===== src/rtl/bcsu_pkg.sv =====
// Package of the conductivity sequencer: payload types, register indexes,
// microcode codes and the calibration segment table. No dependencies.
package bcsu_pkg;

    typedef struct packed {
        logic [31:0] now_ms;
        logic [11:0] adc_sample;
    } in_t;

    typedef struct packed {
        logic        drive_pos;
        logic        drive_neg;
        logic        drive_enabled;
        logic        ec_valid;
        logic [12:0] ec_milli;
    } out_t;

    localparam logic [1:0] REG_SAMPLE_CYCLES  = 2'd0;
    localparam logic [1:0] REG_PHASE_DELAY_MS = 2'd1;
    localparam logic [1:0] REG_IDLE_DELAY_MS  = 2'd2;

    localparam logic [7:0]  SAMPLE_CYCLES_RST = 8'd10;
    localparam logic [15:0] PHASE_DELAY_RST   = 16'd10;
    localparam logic [15:0] IDLE_DELAY_RST    = 16'd2000;

    // Condition selects.
    localparam logic [3:0] C_ALWAYS     = 4'd0;
    localparam logic [3:0] C_IDLE_DONE  = 4'd1;
    localparam logic [3:0] C_PHASE_DONE = 4'd2;
    localparam logic [3:0] C_REST_DONE  = 4'd3;
    localparam logic [3:0] C_CYC_LEFT   = 4'd4;
    localparam logic [3:0] C_SUMS_ZERO  = 4'd5;
    localparam logic [3:0] C_NEG_ZERO   = 4'd6;
    localparam logic [3:0] C_DIV_SAT    = 4'd7;
    localparam logic [3:0] C_CNT_ZERO   = 4'd8;

    // Datapath actions.
    localparam logic [3:0] A_NONE      = 4'd0;
    localparam logic [3:0] A_MARK      = 4'd1;
    localparam logic [3:0] A_BEGIN     = 4'd2;
    localparam logic [3:0] A_DRIVE_NEG = 4'd3;
    localparam logic [3:0] A_PINS_OFF  = 4'd4;
    localparam logic [3:0] A_ACC_POS   = 4'd5;
    localparam logic [3:0] A_ACC_NEG   = 4'd6;
    localparam logic [3:0] A_DRIVE_ON  = 4'd7;
    localparam logic [3:0] A_P_TEN     = 4'd8;
    localparam logic [3:0] A_P_MAX     = 4'd9;
    localparam logic [3:0] A_DIV_INIT  = 4'd10;
    localparam logic [3:0] A_DIV_STEP  = 4'd11;
    localparam logic [3:0] A_CAL_MUL   = 4'd12;
    localparam logic [3:0] A_CAL_HOLD  = 4'd13;

    typedef struct packed {
        logic idle_done;
        logic phase_done;
        logic rest_done;
        logic cyc_left;
        logic sums_zero;
        logic neg_zero;
        logic div_sat;
        logic cnt_zero;
    } useq_stat_t;

    typedef struct packed {
        logic       fetch;
        logic       emit;
        logic [3:0] act;
    } useq_ctrl_t;

    localparam logic [15:0] P_TEN = 16'd2560;
    localparam logic [15:0] P_MAX = 16'hFFFF;

    localparam logic [15:0] P_KNEE0 = 16'd512;
    localparam logic [15:0] P_KNEE1 = 16'd717;
    localparam logic [15:0] P_KNEE2 = 16'd1152;
    localparam logic [15:0] P_KNEE3 = 16'd2432;

    localparam logic [13:0] EC_LOW_FLAT = 14'd5550;
    localparam logic [13:0] SEG1_A = 14'd11230;
    localparam logic [11:0] SEG1_B = 12'd2630;
    localparam logic [13:0] SEG2_A = 14'd5210;
    localparam logic [11:0] SEG2_B = 12'd810;
    localparam logic [13:0] SEG3_A = 14'd1670;
    localparam logic [11:0] SEG3_B = 12'd176;

    typedef struct packed {
        logic [13:0] a;
        logic [11:0] b;
    } coef_t;

    // The flat ends use a zero slope, so every segment is a - b*p/256.
    function automatic coef_t seg_coef(input logic [15:0] p);
        coef_t c;
        if (p <= P_KNEE0) begin
            c.a = EC_LOW_FLAT;
            c.b = 12'd0;
        end else if (p < P_KNEE1) begin
            c.a = SEG1_A;
            c.b = SEG1_B;
        end else if (p < P_KNEE2) begin
            c.a = SEG2_A;
            c.b = SEG2_B;
        end else if (p < P_KNEE3) begin
            c.a = SEG3_A;
            c.b = SEG3_B;
        end else begin
            c.a = 14'd0;
            c.b = 12'd0;
        end
        return c;
    endfunction

endpackage


===== src/rtl/bcsu_useq.sv =====
// Microcode sequencer of the conductivity sequencer: program table, step
// counter and jump selection. Depends on bcsu_pkg.
module bcsu_useq
    import bcsu_pkg::*;
(
    input  logic       clk,
    input  logic       rst_n,
    input  logic       in_fire,
    input  useq_stat_t stat,
    output useq_ctrl_t ctrl
);

    localparam logic [3:0] U_START = 4'd0;
    localparam logic [3:0] U_IDLE  = 4'd1;
    localparam logic [3:0] U_TEST  = 4'd2;
    localparam logic [3:0] U_WAITP = 4'd3;
    localparam logic [3:0] U_SAMPP = 4'd4;
    localparam logic [3:0] U_WAITN = 4'd5;
    localparam logic [3:0] U_SAMPN = 4'd6;
    localparam logic [3:0] U_REEN  = 4'd7;
    localparam logic [3:0] U_REST  = 4'd8;
    localparam logic [3:0] U_FIN   = 4'd9;
    localparam logic [3:0] U_FIN2  = 4'd10;
    localparam logic [3:0] U_FIN3  = 4'd11;
    localparam logic [3:0] U_DIV   = 4'd12;
    localparam logic [3:0] U_CAL   = 4'd13;
    localparam logic [3:0] U_CAL2  = 4'd14;

    typedef struct packed {
        logic       fetch;
        logic [3:0] cond;
        logic [3:0] act_t;
        logic [3:0] nxt_t;
        logic       emit_t;
        logic [3:0] act_f;
        logic [3:0] nxt_f;
        logic       emit_f;
    } ucw_t;

    function automatic ucw_t mk(input logic fetch, input logic [3:0] cond,
                                input logic [3:0] act_t, input logic [3:0] nxt_t,
                                input logic emit_t, input logic [3:0] act_f,
                                input logic [3:0] nxt_f, input logic emit_f);
        ucw_t w;
        w.fetch  = fetch;
        w.cond   = cond;
        w.act_t  = act_t;
        w.nxt_t  = nxt_t;
        w.emit_t = emit_t;
        w.act_f  = act_f;
        w.nxt_f  = nxt_f;
        w.emit_f = emit_f;
        return w;
    endfunction

    // Words that fetch wait for an input transfer; the others run freely.
    function automatic ucw_t ucode(input logic [3:0] addr);
        ucw_t w;
        unique case (addr)
            U_START: w = mk(1'b1, C_ALWAYS, A_MARK, U_IDLE, 1'b1,
                            A_NONE, U_IDLE, 1'b1);
            U_IDLE:  w = mk(1'b1, C_IDLE_DONE, A_BEGIN, U_TEST, 1'b1,
                            A_NONE, U_IDLE, 1'b1);
            U_TEST:  w = mk(1'b1, C_CYC_LEFT, A_DRIVE_NEG, U_WAITP, 1'b1,
                            A_PINS_OFF, U_FIN, 1'b0);
            U_WAITP: w = mk(1'b1, C_PHASE_DONE, A_NONE, U_SAMPP, 1'b1,
                            A_NONE, U_WAITP, 1'b1);
            U_SAMPP: w = mk(1'b1, C_ALWAYS, A_ACC_POS, U_WAITN, 1'b1,
                            A_NONE, U_WAITN, 1'b1);
            U_WAITN: w = mk(1'b1, C_PHASE_DONE, A_NONE, U_SAMPN, 1'b1,
                            A_NONE, U_WAITN, 1'b1);
            U_SAMPN: w = mk(1'b1, C_ALWAYS, A_ACC_NEG, U_REEN, 1'b1,
                            A_NONE, U_REEN, 1'b1);
            U_REEN:  w = mk(1'b1, C_ALWAYS, A_DRIVE_ON, U_TEST, 1'b1,
                            A_NONE, U_TEST, 1'b1);
            U_REST:  w = mk(1'b1, C_REST_DONE, A_NONE, U_START, 1'b1,
                            A_NONE, U_REST, 1'b1);
            U_FIN:   w = mk(1'b0, C_SUMS_ZERO, A_NONE, U_REST, 1'b1,
                            A_NONE, U_FIN2, 1'b0);
            U_FIN2:  w = mk(1'b0, C_NEG_ZERO, A_P_TEN, U_CAL, 1'b0,
                            A_NONE, U_FIN3, 1'b0);
            U_FIN3:  w = mk(1'b0, C_DIV_SAT, A_P_MAX, U_CAL, 1'b0,
                            A_DIV_INIT, U_DIV, 1'b0);
            U_DIV:   w = mk(1'b0, C_CNT_ZERO, A_DIV_STEP, U_CAL, 1'b0,
                            A_DIV_STEP, U_DIV, 1'b0);
            U_CAL:   w = mk(1'b0, C_ALWAYS, A_CAL_MUL, U_CAL2, 1'b0,
                            A_CAL_MUL, U_CAL2, 1'b0);
            U_CAL2:  w = mk(1'b0, C_ALWAYS, A_CAL_HOLD, U_REST, 1'b1,
                            A_CAL_HOLD, U_REST, 1'b1);
            default: w = mk(1'b0, C_ALWAYS, A_NONE, U_START, 1'b0,
                            A_NONE, U_START, 1'b0);
        endcase
        return w;
    endfunction

    logic [3:0] upc_reg;
    logic [3:0] upc_next;
    ucw_t       cw;
    logic       hit;
    logic       go;

    assign cw = ucode(upc_reg);

    always_comb
    begin
        unique case (cw.cond)
            C_ALWAYS:     hit = 1'b1;
            C_IDLE_DONE:  hit = stat.idle_done;
            C_PHASE_DONE: hit = stat.phase_done;
            C_REST_DONE:  hit = stat.rest_done;
            C_CYC_LEFT:   hit = stat.cyc_left;
            C_SUMS_ZERO:  hit = stat.sums_zero;
            C_NEG_ZERO:   hit = stat.neg_zero;
            C_DIV_SAT:    hit = stat.div_sat;
            C_CNT_ZERO:   hit = stat.cnt_zero;
            default:      hit = 1'b0;
        endcase
    end

    assign go         = !cw.fetch || in_fire;
    assign ctrl.fetch = cw.fetch;
    assign ctrl.act   = hit ? cw.act_t : cw.act_f;
    assign ctrl.emit  = hit ? cw.emit_t : cw.emit_f;
    assign upc_next   = go ? (hit ? cw.nxt_t : cw.nxt_f) : upc_reg;

    always_ff @(posedge clk or negedge rst_n)
    begin
        if (!rst_n)
        begin
            upc_reg <= U_START;
        end
        else
        begin
            upc_reg <= upc_next;
        end
    end

endmodule


===== src/rtl/bipolar_conductivity_sequencer_unit.sv =====
// Top level of the bipolar conductivity-probe sequencer: configuration
// registers, datapath, divider and calibration. Depends on bcsu_pkg, bcsu_useq.
//
//   channel | signals                        | transfer when
//   --------+--------------------------------+------------------------
//   input   | in_valid, in_ready, in_data    | in_valid && in_ready
//   output  | out_valid, out_ready, out_data | out_valid && out_ready
//   config  | cfg_we, cfg_index, cfg_data    | cfg_we
//
// An emitting step's result appears in the output register on the next
// cycle. After the step that ends a measurement, microcode words run without
// input and may run the 16-iteration restoring divider and calibration multiply.
// Reset empties the output register and puts the program at its start word.
// A stalled output holds input until taken.
module bipolar_conductivity_sequencer_unit
    import bcsu_pkg::*;
#(
    parameter int MAX_CYCLES = 255
)
(
    input  logic        clk,
    input  logic        rst_n,
    input  logic        in_valid,
    output logic        in_ready,
    input  in_t         in_data,
    output logic        out_valid,
    input  logic        out_ready,
    output out_t        out_data,
    input  logic        cfg_we,
    input  logic [1:0]  cfg_index,
    input  logic [15:0] cfg_data
);

    localparam logic [12:0] MaxCyc = 13'(MAX_CYCLES);

    logic [7:0]  sample_cycles_reg;
    logic [15:0] phase_delay_reg;
    logic [15:0] idle_delay_reg;
    logic [31:0] mark_reg,  mark_next;
    logic [7:0]  cycle_reg, cycle_next;
    logic [19:0] pos_reg,   pos_next;
    logic [19:0] neg_reg,   neg_next;
    logic [1:0]  pins_reg,  pins_next;
    logic        driven_reg, driven_next;
    logic [12:0] ec_reg,    ec_next;
    logic [19:0] rem_reg,   rem_next;
    logic [15:0] p_reg,     p_next;
    logic [3:0]  dcnt_reg,  dcnt_next;
    logic [13:0] coef_a_reg, coef_a_next;
    logic [27:0] prod_reg,  prod_next;
    logic        out_valid_reg, out_valid_next;
    out_t        out_reg,   out_next;

    useq_stat_t  stat;
    useq_ctrl_t  ctrl;
    logic        in_fire;
    logic        step_go;
    logic [31:0] elapsed;
    logic [12:0] limit;
    logic [31:0] num;
    logic [20:0] shifted;
    logic [20:0] shifted_diff;
    logic        shifted_ge;
    coef_t       coef;
    logic [27:0] a_scaled;
    logic [27:0] rounded;

    bcsu_useq u_useq (
        .clk     (clk),
        .rst_n   (rst_n),
        .in_fire (in_fire),
        .stat    (stat),
        .ctrl    (ctrl)
    );

    assign in_ready  = ctrl.fetch && (!out_valid_reg || out_ready);
    assign in_fire   = in_valid && in_ready;
    assign step_go   = ctrl.fetch ? in_fire : 1'b1;
    assign out_valid = out_valid_reg;
    assign out_data  = out_reg;

    assign elapsed = in_data.now_ms - mark_reg;
    assign limit   = ({5'd0, sample_cycles_reg} < MaxCyc) ? {5'd0, sample_cycles_reg} : MaxCyc;
    assign num     = {1'b0, pos_reg, 11'd0} + {3'b0, pos_reg, 9'd0};

    assign stat.idle_done  = elapsed >= {16'd0, idle_delay_reg};
    assign stat.phase_done = elapsed >= {16'd0, phase_delay_reg};
    assign stat.rest_done  = elapsed >= {15'd0, phase_delay_reg, 1'b0};
    assign stat.cyc_left   = {5'd0, cycle_reg} < limit;
    assign stat.sums_zero  = (pos_reg == 20'd0) && (neg_reg == 20'd0);
    assign stat.neg_zero   = neg_reg == 20'd0;
    assign stat.div_sat    = {4'd0, num[31:16]} >= neg_reg;
    assign stat.cnt_zero   = dcnt_reg == 4'd0;

    assign shifted      = {rem_reg, p_reg[15]};
    assign shifted_ge   = shifted >= {1'b0, neg_reg};
    assign shifted_diff = shifted - {1'b0, neg_reg};

    assign coef     = seg_coef(p_reg);
    assign a_scaled = {6'd0, coef_a_reg, 8'd0};
    assign rounded  = a_scaled - prod_reg + 28'd128;

    always_comb
    begin
        mark_next   = mark_reg;
        cycle_next  = cycle_reg;
        pos_next    = pos_reg;
        neg_next    = neg_reg;
        pins_next   = pins_reg;
        driven_next = driven_reg;
        ec_next     = ec_reg;
        rem_next    = rem_reg;
        p_next      = p_reg;
        dcnt_next   = dcnt_reg;
        coef_a_next = coef_a_reg;
        prod_next   = prod_reg;
        if (step_go)
        begin
            unique case (ctrl.act)
                A_NONE: ;
                A_MARK:
                begin
                    mark_next = in_data.now_ms;
                end
                A_BEGIN:
                begin
                    driven_next = 1'b1;
                    cycle_next  = 8'd0;
                    pos_next    = 20'd0;
                    neg_next    = 20'd0;
                end
                A_DRIVE_NEG:
                begin
                    pins_next = 2'b10;
                    mark_next = in_data.now_ms;
                end
                A_PINS_OFF:
                begin
                    pins_next = 2'b00;
                    mark_next = in_data.now_ms;
                end
                A_ACC_POS:
                begin
                    pos_next  = pos_reg + {8'd0, in_data.adc_sample};
                    pins_next = 2'b01;
                    mark_next = in_data.now_ms;
                end
                A_ACC_NEG:
                begin
                    neg_next   = neg_reg + {8'd0, in_data.adc_sample};
                    pins_next  = pins_reg & 2'b10;
                    cycle_next = cycle_reg + 8'd1;
                end
                A_DRIVE_ON:
                begin
                    driven_next = 1'b1;
                end
                A_P_TEN:
                begin
                    p_next = P_TEN;
                end
                A_P_MAX:
                begin
                    p_next = P_MAX;
                end
                A_DIV_INIT:
                begin
                    rem_next  = {4'd0, num[31:16]};
                    p_next    = num[15:0];
                    dcnt_next = 4'hF;
                end
                A_DIV_STEP:
                begin
                    rem_next  = shifted_ge ? shifted_diff[19:0] : shifted[19:0];
                    p_next    = {p_reg[14:0], shifted_ge};
                    dcnt_next = dcnt_reg - 4'd1;
                end
                A_CAL_MUL:
                begin
                    coef_a_next = coef.a;
                    prod_next   = {16'd0, coef.b} * {12'd0, p_reg};
                end
                A_CAL_HOLD:
                begin
                    ec_next = (prod_reg > a_scaled) ? 13'd0 : rounded[20:8];
                end
                default: ;
            endcase
        end
    end

    always_comb
    begin
        out_valid_next = out_valid_reg && !out_ready;
        out_next       = out_reg;
        if (step_go && ctrl.emit)
        begin
            out_valid_next         = 1'b1;
            out_next.drive_pos     = pins_next[0];
            out_next.drive_neg     = pins_next[1];
            out_next.drive_enabled = driven_next;
            out_next.ec_valid      = !ctrl.fetch;
            out_next.ec_milli      = ec_next;
        end
    end

    always_ff @(posedge clk or negedge rst_n)
    begin
        if (!rst_n)
        begin
            sample_cycles_reg <= SAMPLE_CYCLES_RST;
            phase_delay_reg   <= PHASE_DELAY_RST;
            idle_delay_reg    <= IDLE_DELAY_RST;
            mark_reg          <= 32'd0;
            cycle_reg         <= 8'd0;
            pos_reg           <= 20'd0;
            neg_reg           <= 20'd0;
            pins_reg          <= 2'b00;
            driven_reg        <= 1'b0;
            ec_reg            <= 13'd0;
            out_valid_reg     <= 1'b0;
        end
        else
        begin
            if (cfg_we)
            begin
                case (cfg_index)
                    REG_SAMPLE_CYCLES:  sample_cycles_reg <= cfg_data[7:0];
                    REG_PHASE_DELAY_MS: phase_delay_reg   <= cfg_data;
                    REG_IDLE_DELAY_MS:  idle_delay_reg    <= cfg_data;
                    default: ;
                endcase
            end
            mark_reg      <= mark_next;
            cycle_reg     <= cycle_next;
            pos_reg       <= pos_next;
            neg_reg       <= neg_next;
            pins_reg      <= pins_next;
            driven_reg    <= driven_next;
            ec_reg        <= ec_next;
            out_valid_reg <= out_valid_next;
        end
    end

    always_ff @(posedge clk)
    begin
        rem_reg    <= rem_next;
        p_reg      <= p_next;
        dcnt_reg   <= dcnt_next;
        coef_a_reg <= coef_a_next;
        prod_reg   <= prod_next;
        out_reg    <= out_next;
    end

endmodule


===== config.mk =====
export PLATFORM = sky130hd
export DESIGN_NAME = bipolar_conductivity_sequencer_unit
export DESIGN_NICKNAME = d
export VERILOG_FILES = /design/src/rtl/bcsu_pkg.sv /design/src/rtl/bcsu_useq.sv /design/src/rtl/bipolar_conductivity_sequencer_unit.sv
export SDC_FILE = /design/constraint.sdc
export NUM_CORES = 1
export LEC_CHECK = 0
export BUFFER_PORTS_ARGS = -buffer_cell sky130_fd_sc_hd__buf_2
export CAP_MARGIN = 20
export CORE_UTILIZATION = 60
export CTS_BUF_LIST = sky130_fd_sc_hd__clkbuf_4 sky130_fd_sc_hd__clkbuf_8 sky130_fd_sc_hd__clkbuf_16
export CTS_CLUSTER_DIAMETER = 40
export CTS_CLUSTER_SIZE = 10
export DETAILED_ROUTE_END_ITERATION = 8
export GPL_ROUTABILITY_DRIVEN = 0
export PLACE_DENSITY = 0.85
export SLEW_MARGIN = 0
export SYNTH_ARGS = -nofsm -noshare
export SYNTH_HDL_FRONTEND = slang
export SYNTH_SLANG_ARGS = --single-unit

===== constraint.sdc =====
create_clock -name clk -period 17.2 [get_ports clk]
set_input_delay 3.44 -clock clk [delete_from_list [all_inputs] [get_ports clk]]
set_output_delay 3.44 -clock clk [all_outputs]
set_load 0.01 [all_outputs]

==> impl_metrics.toml, run 1 <==
[sta]
slew_viol_final = 0
max_slew.worst_pin.slew_ps = 1028
fin_worst_skew_ps = 31.83
timing.slew.headroom_pct = 29.99
post_route_clock_period_utilization_pct = 53.93
timing.setup.tns_ps = 0
achievable-frequency_ghz = 0.1078
worst_hold_slack_ps = 457.8
layout_min_cycle_time_ps = 9275
number_of_failing_hold_endpoints_at_the_final_stage = 0
finalSetupViolCount = 0
rsz0062_at_grt = "no"

[worst_hold_path]
worst_hold_path_type = "register to register"
worstHoldStart = "driven_reg$_DFF_PN0_"

[die]
core_area_sq_um = 37670
placement_rows = 71
dieHeight_microns = 197.5
die_width_microns = 197.5
io_pins = 86
start_util_pct = 60.90
design.die.area_sq_um = 39020

[clock_tree]
worst_setup_hold_path_clk_slew_ps = 50
number_of_buffers_inserted_during_clock_tree_synthesis = 41
htreeDepth = 2
ctsRootBufferMaster = "clkbuf_16"
clock_insertion_delay_worst_skew_ps = 570
cts_hold_buffers_added = 0
post-cts-setup-buffer-count = 0
cts.sinks = 235
cts.repair.resized = 0
tritoncts = "done"
cts.path.max_buffers = 3

[pwr]
areal_power_density_over_the_cells_nw_per_um2 = 172.4
ir_worst_vdd_mv = 0.1680
report.power.total_mw = 4.370
power_leakage_nw = 12.17

[synthesis]
yosys.cell_types.count = 91
ys.warnings.count = 0
post_synthesis_instance_area_sq_um = 22940
synthesis.area_per_instance_sq_um = 9.227
ys_async_sr_fraction_pct = 60.00
cell_count_after_synthesis = 2486
yosys_register_bits = 235
primary_flip_flop_cell_chosen_by_synthesis_mapping = "dfrtp_1"
synth_edf_count = 94
fraction_of_the_yosys_area_taken_by_sequential_cells_pct = 27.74

[placement]
dpl.cell_count = 3056
io_buffer_count = 85
hpwl_mm = 43.40

[finish]
area_occupied_by_multi_input_gates_sq_um = 15130
final_core_utilization_pct = 67.29
final_nets = 3058
share_of_layout_cells_above_drive_strength_1_pct = 10.64
number_of_cells_in_the_finished_layout_apart_from_fillers = 3134
largest_register_ffs = 32
layout_commonest_cell = "inv_1"
syn2layout_area_growth_pct = 10.48
area_used_by_sequential_logic_in_the_layout_sq_um = 6364
fillCellCount = 2728
most-common-layout-cells = "inv_1 (337), ha_1 (285), nand2_1 (169)"

[route]
via_per_inst = 6.220
postRouteAntennaNets = 0
route.vias.total = 19490
detail_routed_net_length_per_standard_cell_microns = 18.61
drt-initial-drc-count = 1913
detail_route.drc_violations = 0
tritonroute_pass_1_iters = 9
detail_route.wirelength_mm = 58.32

[setup_path]
critPathMaxFanout = 36
worst_ep_required_time_ps = 17600
path_type_of_the_worst_setup_path = "input pin to register"
cp-start-kind = "input pin"
worstPathArrival_ps = 9670
endpoint_kind = "register"
critical_path.startpoint = "in_data[16]"
reg2reg_from = "p_reg[14]$_SDFFCE_PN0P_"

[global_routing]
wire_length_of_the_first_global_routing_pass_mm = 97.54
antenna_found_initial = 3
gr-usage-all-layers_pct = 30.91
number_of_global_route_vias_before_repair = 20060
pin_count_of_the_biggest_net_entering_global_routing = 76
globalRoute.totalOverflow = 0

[outcome]
outcome = "completed"

[run]
max_cap_violations = 0
-- stage by stage --
step	setup WS, ps	area, sq um
CTS	8073	25310
detailed placement	7515	23920
finish	7925	25340
global route	7541	25340
global placement	7770	23920
floorplan	5442	23130
-- synth_stat cells (24+ instances only) --
cell        n  area (sq um)
nand2b_1   30         187.7
ha_1      285          3566
o21ai_0   122         610.6
and2_1     26         162.7
o211ai_1   48         360.4
inv_1     337          1265
clkbuf_1   51         191.4
and3_1     35         219.0
nand3_1   100         500.5
o31ai_1    24         180.2
a41oi_1    35         306.5
dfrtp_1   131          3278
nand2_1   170         638.1
o21a_1     26         195.2
nor2_1    115         431.7
a21oi_1   127         635.6
xnor2_1    69         604.3
buf_2      25         125.1
fa_1      116          2322
edfxtp_1   94          2823
nor3_1     66         330.3
mux2_2     51         574.3
xor2_1     34         297.8
a21o_1     44         330.3
-- cells by family after synthesis --
kind of cell / after synthesis / share of synthesized area [%]
xor gates and xnor gates: 103 / 3.933
and+or+nand+nor: 659 / 14.31
muxes: 84 / 4.205
DFF: 235 / 27.74
adders and majority gates: 401 / 25.67
other: 2 / 0.03274
buffers and inverters: 426 / 7.309
AOI/OAI and AO/OA: 576 / 16.80
-- worst max-delay path, cell delays in order --
cell and delay, ps:
buf_2 120, ha_1 360, a21o_1 210, or3_1 350, o211a_1 240, a21oi_1 270
o21ai_0 210, xnor2_1 330, ha_1 330, a21o_1 190, a21oi_1 140, o211ai_1 110
a31oi_1 170, o41ai_1 100, a211oi_1 230, nor4b_1 250, o2111a_1 250, and4_1 440
nor2_4 230, mux2i_4 860, nand2b_1 610, o21ai_0 220
-- layer usage --
metal	vias up	track usage (%)	share of wire (%)	routed length (microns)
li1	8981	-	-	-
met1	9310	37.75	39	22740
met2	976	52.58	48	28090
met3	225	5.771	8.4	4878
met4	2	14.70	4.4	2594
met5	-	0	0.026	15
-- final timing paths --
kind / to / slack (ps) / cells past startpoint
max: neg_reg[6]$_DFFE_PN0P_ / 7920 / 22
min: driven_reg$_DFF_PN0_ / 460 / 1
max reg2reg: prod_reg[21]$_DFFE_PP_ / 8680 / 26
min reg2reg: driven_reg$_DFF_PN0_ / 460 / 1
max in group asynchronous: u_useq.upc_reg[2]$_DFFE_PN0P_ / 12900 / 2
min in group asynchronous: phase_delay_reg[10]$_DFFE_PN0P_ / 2880 / 1
-- final cells by class --
cell class	instances	share of cell area, %
inverters	337	4.991
repair buffers	99	2.182
multi-input cells	1876	59.69
well taps	511	2.523
clock inverters	20	0.7751
flip-flops and latches	235	25.11
clock buffers	55	4.725
diodes	1	0.009874
-- where the power goes --
part	leakage (nW)	internal [mW]	switching, mW	total [mW]
Sequential	2.64	0.739	0.110	0.849
Combinational	8.84	1.02	1.68	2.70
Clock	0.694	0.523	0.298	0.821
(Power assumes the default switching activity.)
==> run 2, diff against run 1 <==
ABC_AREA = 1   (was default)
CORE_UTILIZATION = 58   (was 60)
clock period = 8.1 ns   (was 17.2 ns; I/O delays follow)
==> impl_metrics.toml, run 2 <==
[outcome]
outcome = "completed"

[clock_tree]
worst_setup_hold_path_clk_slew_ps = 50
clock_insertion_delay_worst_skew_ps = 590
post-cts-setup-buffer-count = 0
number_of_buffers_inserted_during_clock_tree_synthesis = 45
cts.sinks = 235
ctsRootBufferMaster = "clkbuf_16"
tritoncts = "done"
cts.path.max_buffers = 3
htreeDepth = 2

[sta]
timing.setup.tns_ps = 0
layout_min_cycle_time_ps = 7377
slew_viol_final = 0
number_of_failing_hold_endpoints_at_the_final_stage = 0
timing.slew.headroom_pct = 35.33
achievable-frequency_ghz = 0.1356
max_slew.worst_pin.slew_ps = 969.0
finalSetupViolCount = 0
rsz0062_at_grt = "no"
post_route_clock_period_utilization_pct = 91.08
fin_worst_skew_ps = 27.85

[placement]
hpwl_mm = 43.60
io_buffer_count = 85

[synthesis]
cell_count_after_synthesis = 3087
synth.area.top_cells = "ha_1 (15%), dfrtp_1 (14%), nand2_1 (12%), edfxtp_1 (12%), fa_1 (9.9%)"
ys.warnings.count = 0
yosys.cell_types.count = 51
fraction_of_the_yosys_area_taken_by_sequential_cells_pct = 27.19
yosys_register_bits = 235
synth_top_area_cell = "ha_1"
ys_async_sr_fraction_pct = 60.00
primary_flip_flop_cell_chosen_by_synthesis_mapping = "dfrtp_1"
synthesis.area_per_instance_sq_um = 7.581
post-synth-top-area-fraction_pct = 15.24
synth_commonest_cells = "nand2_1 (777), inv_1 (606), ha_1 (285)"
synth_edf_count = 94
synth.most_common_cell = "nand2_1"
post_synthesis_instance_area_sq_um = 23400

[route]
route.vias.total = 20420
detail_route.drc_violations = 0
postRouteAntennaNets = 0
tritonroute_pass_1_iters = 5
via_per_inst = 5.384
detail_route.wirelength_mm = 56.47
detail_routed_net_length_per_standard_cell_microns = 14.89
drt-initial-drc-count = 1722

[finish]
largest_register_ffs = 32
most-common-layout-cells = "nand2_1 (777), inv_1 (606), ha_1 (285)"
diodes = 0
layout_commonest_cell = "nand2_1"
share_of_layout_cells_above_drive_strength_1_pct = 7.650
final_nets = 3699
fillCellCount = 3189
syn2layout_area_growth_pct = 11.41

[global_routing]
antenna_found_initial = 1
wire_length_of_the_first_global_routing_pass_mm = 95.19
number_of_global_route_vias_before_repair = 20170
gr-usage-all-layers_pct = 28.33
pin_count_of_the_biggest_net_entering_global_routing = 75
globalRoute.totalOverflow = 0

[setup_path]
setup.reg_to_reg.worst_slack_ps = 720
critical_path.startpoint = "p_reg[14]$_SDFFCE_PN0P_"
path_buf_inv = 9
worst_r2r_endpoint = "prod_reg[20]$_DFFE_PP_"
cp_num_cells = 33
crit_path_max_incr_delay_ps = 550
reg2reg_from = "p_reg[14]$_SDFFCE_PN0P_"
worstPathArrival_ps = 7690
worst_ep_required_time_ps = 8420
crit_family = "adder cells"
worstSetupEndpoint = "prod_reg[20]$_DFFE_PP_"
path_type_of_the_worst_setup_path = "register to register"
crit_top_cell = "inv_1"
critPathMaxFanout = 14
cp-start-kind = "register"
r2r_cells = 33
crit_path_top_delay_cell = "fa_1"
endpoint_kind = "register"

[die]
core_area_sq_um = 39730
start_util_pct = 58.90
dieHeight_microns = 202.9
io_pins = 86
design.die.area_sq_um = 41150
placement_rows = 73
die_width_microns = 202.9

[pwr]
ir_worst_vdd_mv = 0.2654
report.power.total_mw = 11.32
power_leakage_nw = 14.05
areal_power_density_over_the_cells_nw_per_um2 = 434.3

[run]
max_cap_violations = 0

[worst_hold_path]
worst_hold_path_type = "register to register"
min_delay_path_depth = 2
## run 2: changes by cell type after synthesis, sizes merged, moves of 38 or more
cell,delta
a21o,-38
a21oi,+46
clkbuf,-39
inv,+274
mux2,-66
nand2,+622
nand3,+61
nor2,+78
o211ai,-42
o21ai,+45
xnor2,-38
xor2,+47
## run 2: area by class of cell
class	count	area, sq um	share of cell area, %
Clock buffer	53	1234	4.732
Clock inverter	31	325.3	1.248
Inverter	615	2308	8.854
Multi-Input combinational cell	2238	14660	56.22
Sequential cell	235	6364	24.41
Tap cell	525	656.9	2.520
Timing Repair Buffer	96	525.5	2.016
## run 2: through the flow
step	cells	util [%]	instance area [sq um]	setup WS, ps	hold WS, ps
final	3793	65.62	26070	722.6	484.4
after global placement	3707	61.63	24490	974.4	453.1
after detailed placement	3707	61.63	24490	689.5	473.3
after floorplan	3138	-	23590	661.5	429.6
after CTS	3791	65.55	26050	557.8	485.6
after global routing	3793	65.62	26070	212.4	505.6
## run 2: how the worst min path moves through the flow
stage / start / end / slack, ps
3_3_place_gp: pins_reg[1]$_DFF_PN0_ / pins_reg[1]$_DFF_PN0_ / 450
6_report: idle_delay_reg[14]$_DFFE_PN0P_ / idle_delay_reg[14]$_DFFE_PN0P_ / 480
2_1_floorplan: driven_reg$_DFF_PN0_ / driven_reg$_DFF_PN0_ / 430
5_1_grt: phase_delay_reg[4]$_DFFE_PN0P_ / phase_delay_reg[4]$_DFFE_PN0P_ / 510
4_1_cts: idle_delay_reg[14]$_DFFE_PN0P_ / idle_delay_reg[14]$_DFFE_PN0P_ / 490
3_5_place_dp: idle_delay_reg[14]$_DFFE_PN0P_ / idle_delay_reg[14]$_DFFE_PN0P_ / 470
## run 2: timing repair
action                                  4_1_cts  5_1_grt
endpoints found under the setup margin        0        1
resized for setup                             0        1
endpoints found under the hold margin         0        0
hold buffers                                  0        0
## run 2: logic make-up (layout without fill, tap and decap cells)
group,count (synthesis),count (layout),synth area share (%)
simple gates,1259,1259,22.61
other cells,2,53,0.03209
buf+inv,665,795,11.04
mux,3,3,0.1283
fa+ha+maj,401,401,25.16
flops,235,235,27.19
compound gates,410,410,9.640
xor+xnor,112,112,4.192
## run 2: worst reg2reg max path, delay by kind of cell, from the launching register on
| kind | cells | cell delay [ps] |
|---|---|---|
| buffers and inverters | 9 | 930 |
| flip-flops | 1 | 380 |
| XOR/XNOR | 1 | 60 |
| adder cells (fa/ha/maj) | 6 | 2950 |
| AO/OA/AOI/OAI | 5 | 610 |
| AND/OR/NAND/NOR | 12 | 2180 |
## run 2: layer usage
metal	vias up	GRT usage, %	wire length, microns
li1	10110	-	-
met1	9447	35.84	23630
met2	719	48.42	26740
met3	143	4.559	4172
met4	2	11.04	1921
met5	-	0	8
## run 2: power by group
part / leakage [nW] / internal [mW] / switching [mW] / total (mW)
sequential: 2.66 / 1.90 / 0.314 / 2.21
combinational: 10.6 / 2.43 / 4.76 / 7.19
clock: 0.756 / 1.21 / 0.708 / 1.92
total: 14.1 / 5.54 / 5.78 / 11.3
==> run 3, diff against run 2 <==
CTS_BUF_LIST = default   (was sky130_fd_sc_hd__clkbuf_4 sky130_fd_sc_hd__clkbuf_8 sky130_fd_sc_hd__clkbuf_16)
==> impl_metrics.toml, run 3 (synthesis gave the netlist of run 2 again) <==
[setup_path]
endpoint_kind = "register"
crit_top_cell = "inv_1"
crit_path_max_incr_delay_ps = 550
crit_path_top_delay_cell = "fa_1"
worstPathArrival_ps = 7700
cp-start-kind = "register"
worst_ep_required_time_ps = 8420
critPathMaxFanout = 14
path_type_of_the_worst_setup_path = "register to register"

[global_routing]
wire_length_of_the_first_global_routing_pass_mm = 95.21
antenna_found_initial = 1
number_of_global_route_vias_before_repair = 20200
globalRoute.totalOverflow = 0
gr-usage-all-layers_pct = 28.34
pin_count_of_the_biggest_net_entering_global_routing = 75

[sta]
finalSetupViolCount = 0
slew_viol_final = 0
number_of_failing_hold_endpoints_at_the_final_stage = 0
rsz0062_at_grt = "no"
timing.setup.tns_ps = 0
timing.slew.headroom_pct = 36.60
worst_hold_slack_ps = 482.8
post_route_clock_period_utilization_pct = 91.13
layout_min_cycle_time_ps = 7382
max_slew.worst_pin.slew_ps = 950.0
achievable-frequency_ghz = 0.1355
fin_worst_skew_ps = 30.85

[finish]
share_of_layout_cells_above_drive_strength_1_pct = 7.528
most-common-layout-cells = "nand2_1 (777), inv_1 (606), ha_1 (285)"
fillCellCount = 3188
diodes = 0
final_nets = 3699
finish.instance_area_sq_um = 26060
layout_commonest_cell = "nand2_1"
syn2layout_area_growth_pct = 11.35
largest_register_ffs = 32
final_core_utilization_pct = 65.58

[die]
io_pins = 86
placement_rows = 73
start_util_pct = 58.90
design.die.area_sq_um = 41150
core_area_sq_um = 39730
die_width_microns = 202.9
dieHeight_microns = 202.9

[route]
via_per_inst = 5.372
detail_routed_net_length_per_standard_cell_microns = 14.90
postRouteAntennaNets = 0
route.vias.total = 20380
drt-initial-drc-count = 1781
detail_route.drc_violations = 0
tritonroute_pass_1_iters = 6
detail_route.wirelength_mm = 56.51

[pwr]
ir_worst_vdd_mv = 0.2642
power_leakage_nw = 14.04
areal_power_density_over_the_cells_nw_per_um2 = 434.0

[outcome]
outcome = "completed"

[placement]
io_buffer_count = 85
place_area_sq_um = 24490
hpwl_mm = 43.60

[run]
max_cap_violations = 0

[worst_hold_path]
worst_hold_path_type = "register to register"

[clock_tree]
htreeDepth = 2
cts.path.max_buffers = 3
number_of_buffers_inserted_during_clock_tree_synthesis = 45
tritoncts = "done"
worst_setup_hold_path_clk_slew_ps = 50
clock_insertion_delay_worst_skew_ps = 590
cts.sinks = 235
ctsRootBufferMaster = "clkbuf_16"
cts_hold_buffers_added = 0
==> run 3: cell counts in the layout (fill, tap and decap cells not counted) <==
Identical to the previous run, type by type.
==> run 3: where the power goes <==
group          switching [mW]  internal (mW)  leakage (nW)  total, mW
clock network           0.710           1.19         0.742       1.90
registers               0.313           1.90          2.66       2.21
logic                    4.76           2.43          10.6       7.19
==> run 3: area by class of cell <==
class	count	area (sq um)	area share (%)
sequential	235	6364	24.42
tap	525	656.9	2.521
clock buffer	53	1219	4.677
multi-input combinational	2238	14660	56.25
timing repair buffer	96	525.5	2.017
inverter	615	2308	8.860
clock inverter	31	325.3	1.249
==> run 3: through the flow <==
stage               power (mW)  instances  setup slack [ps]
CTS                      11.20       3791             557.4
global placement         8.983       3707             974.4
global route             12.42       3793             211.6
floorplan                7.654       3138             661.5
finish                   11.31       3793             718.3
detailed placement       9.209       3707             689.5
==> run 3: repair_timing <==
| item | CTS | global route |
|---|---|---|
| setup buffers | 0 | 0 |
| setup endpoints to repair | 0 | 1 |
| resized for setup | 0 | 1 |
==> run 3: path summary, 6_finish.rpt <==
check / slack, ps / startpoint / endpoint / depth (start not counted)
setup / recovery: 720 / p_reg[14]$_SDFFCE_PN0P_ / prod_reg[20]$_DFFE_PP_ / 33
hold / removal: 480 / idle_delay_reg[14]$_DFFE_PN0P_ / idle_delay_reg[14]$_DFFE_PN0P_ / 2
setup reg to reg: 720 / p_reg[14]$_SDFFCE_PN0P_ / prod_reg[20]$_DFFE_PP_ / 33
hold reg to reg: 480 / idle_delay_reg[14]$_DFFE_PN0P_ / idle_delay_reg[14]$_DFFE_PN0P_ / 2
max in group asynchronous: 5650 / rst_n / pos_reg[19]$_DFFE_PN0P_ / 2
min in group asynchronous: 1060 / rst_n / idle_delay_reg[1]$_DFFE_PN0P_ / 1
==> run 3: per-layer routing <==
layer / vias to the layer above / global-route usage [%] / share of wire, %
met5: - / 0 / 0.014
met1: 9418 / 35.79 / 42
met2: 706 / 48.56 / 47
li1: 10100 / - / -
met3: 150 / 4.559 / 7.5
met4: 2 / 10.96 / 3.6
==> run 3: critical path: cells and delay by family, from the launching register on <==
| family | cells | cell delay, ps |
|---|---|---|
| buffers and inverters | 9 | 930 |
| AOI/OAI and AO/OA | 5 | 600 |
| adders and majority gates | 6 | 2950 |
| DFF | 1 | 380 |
| xor gates and xnor gates | 1 | 70 |
| and+or+nand+nor | 12 | 2180 |
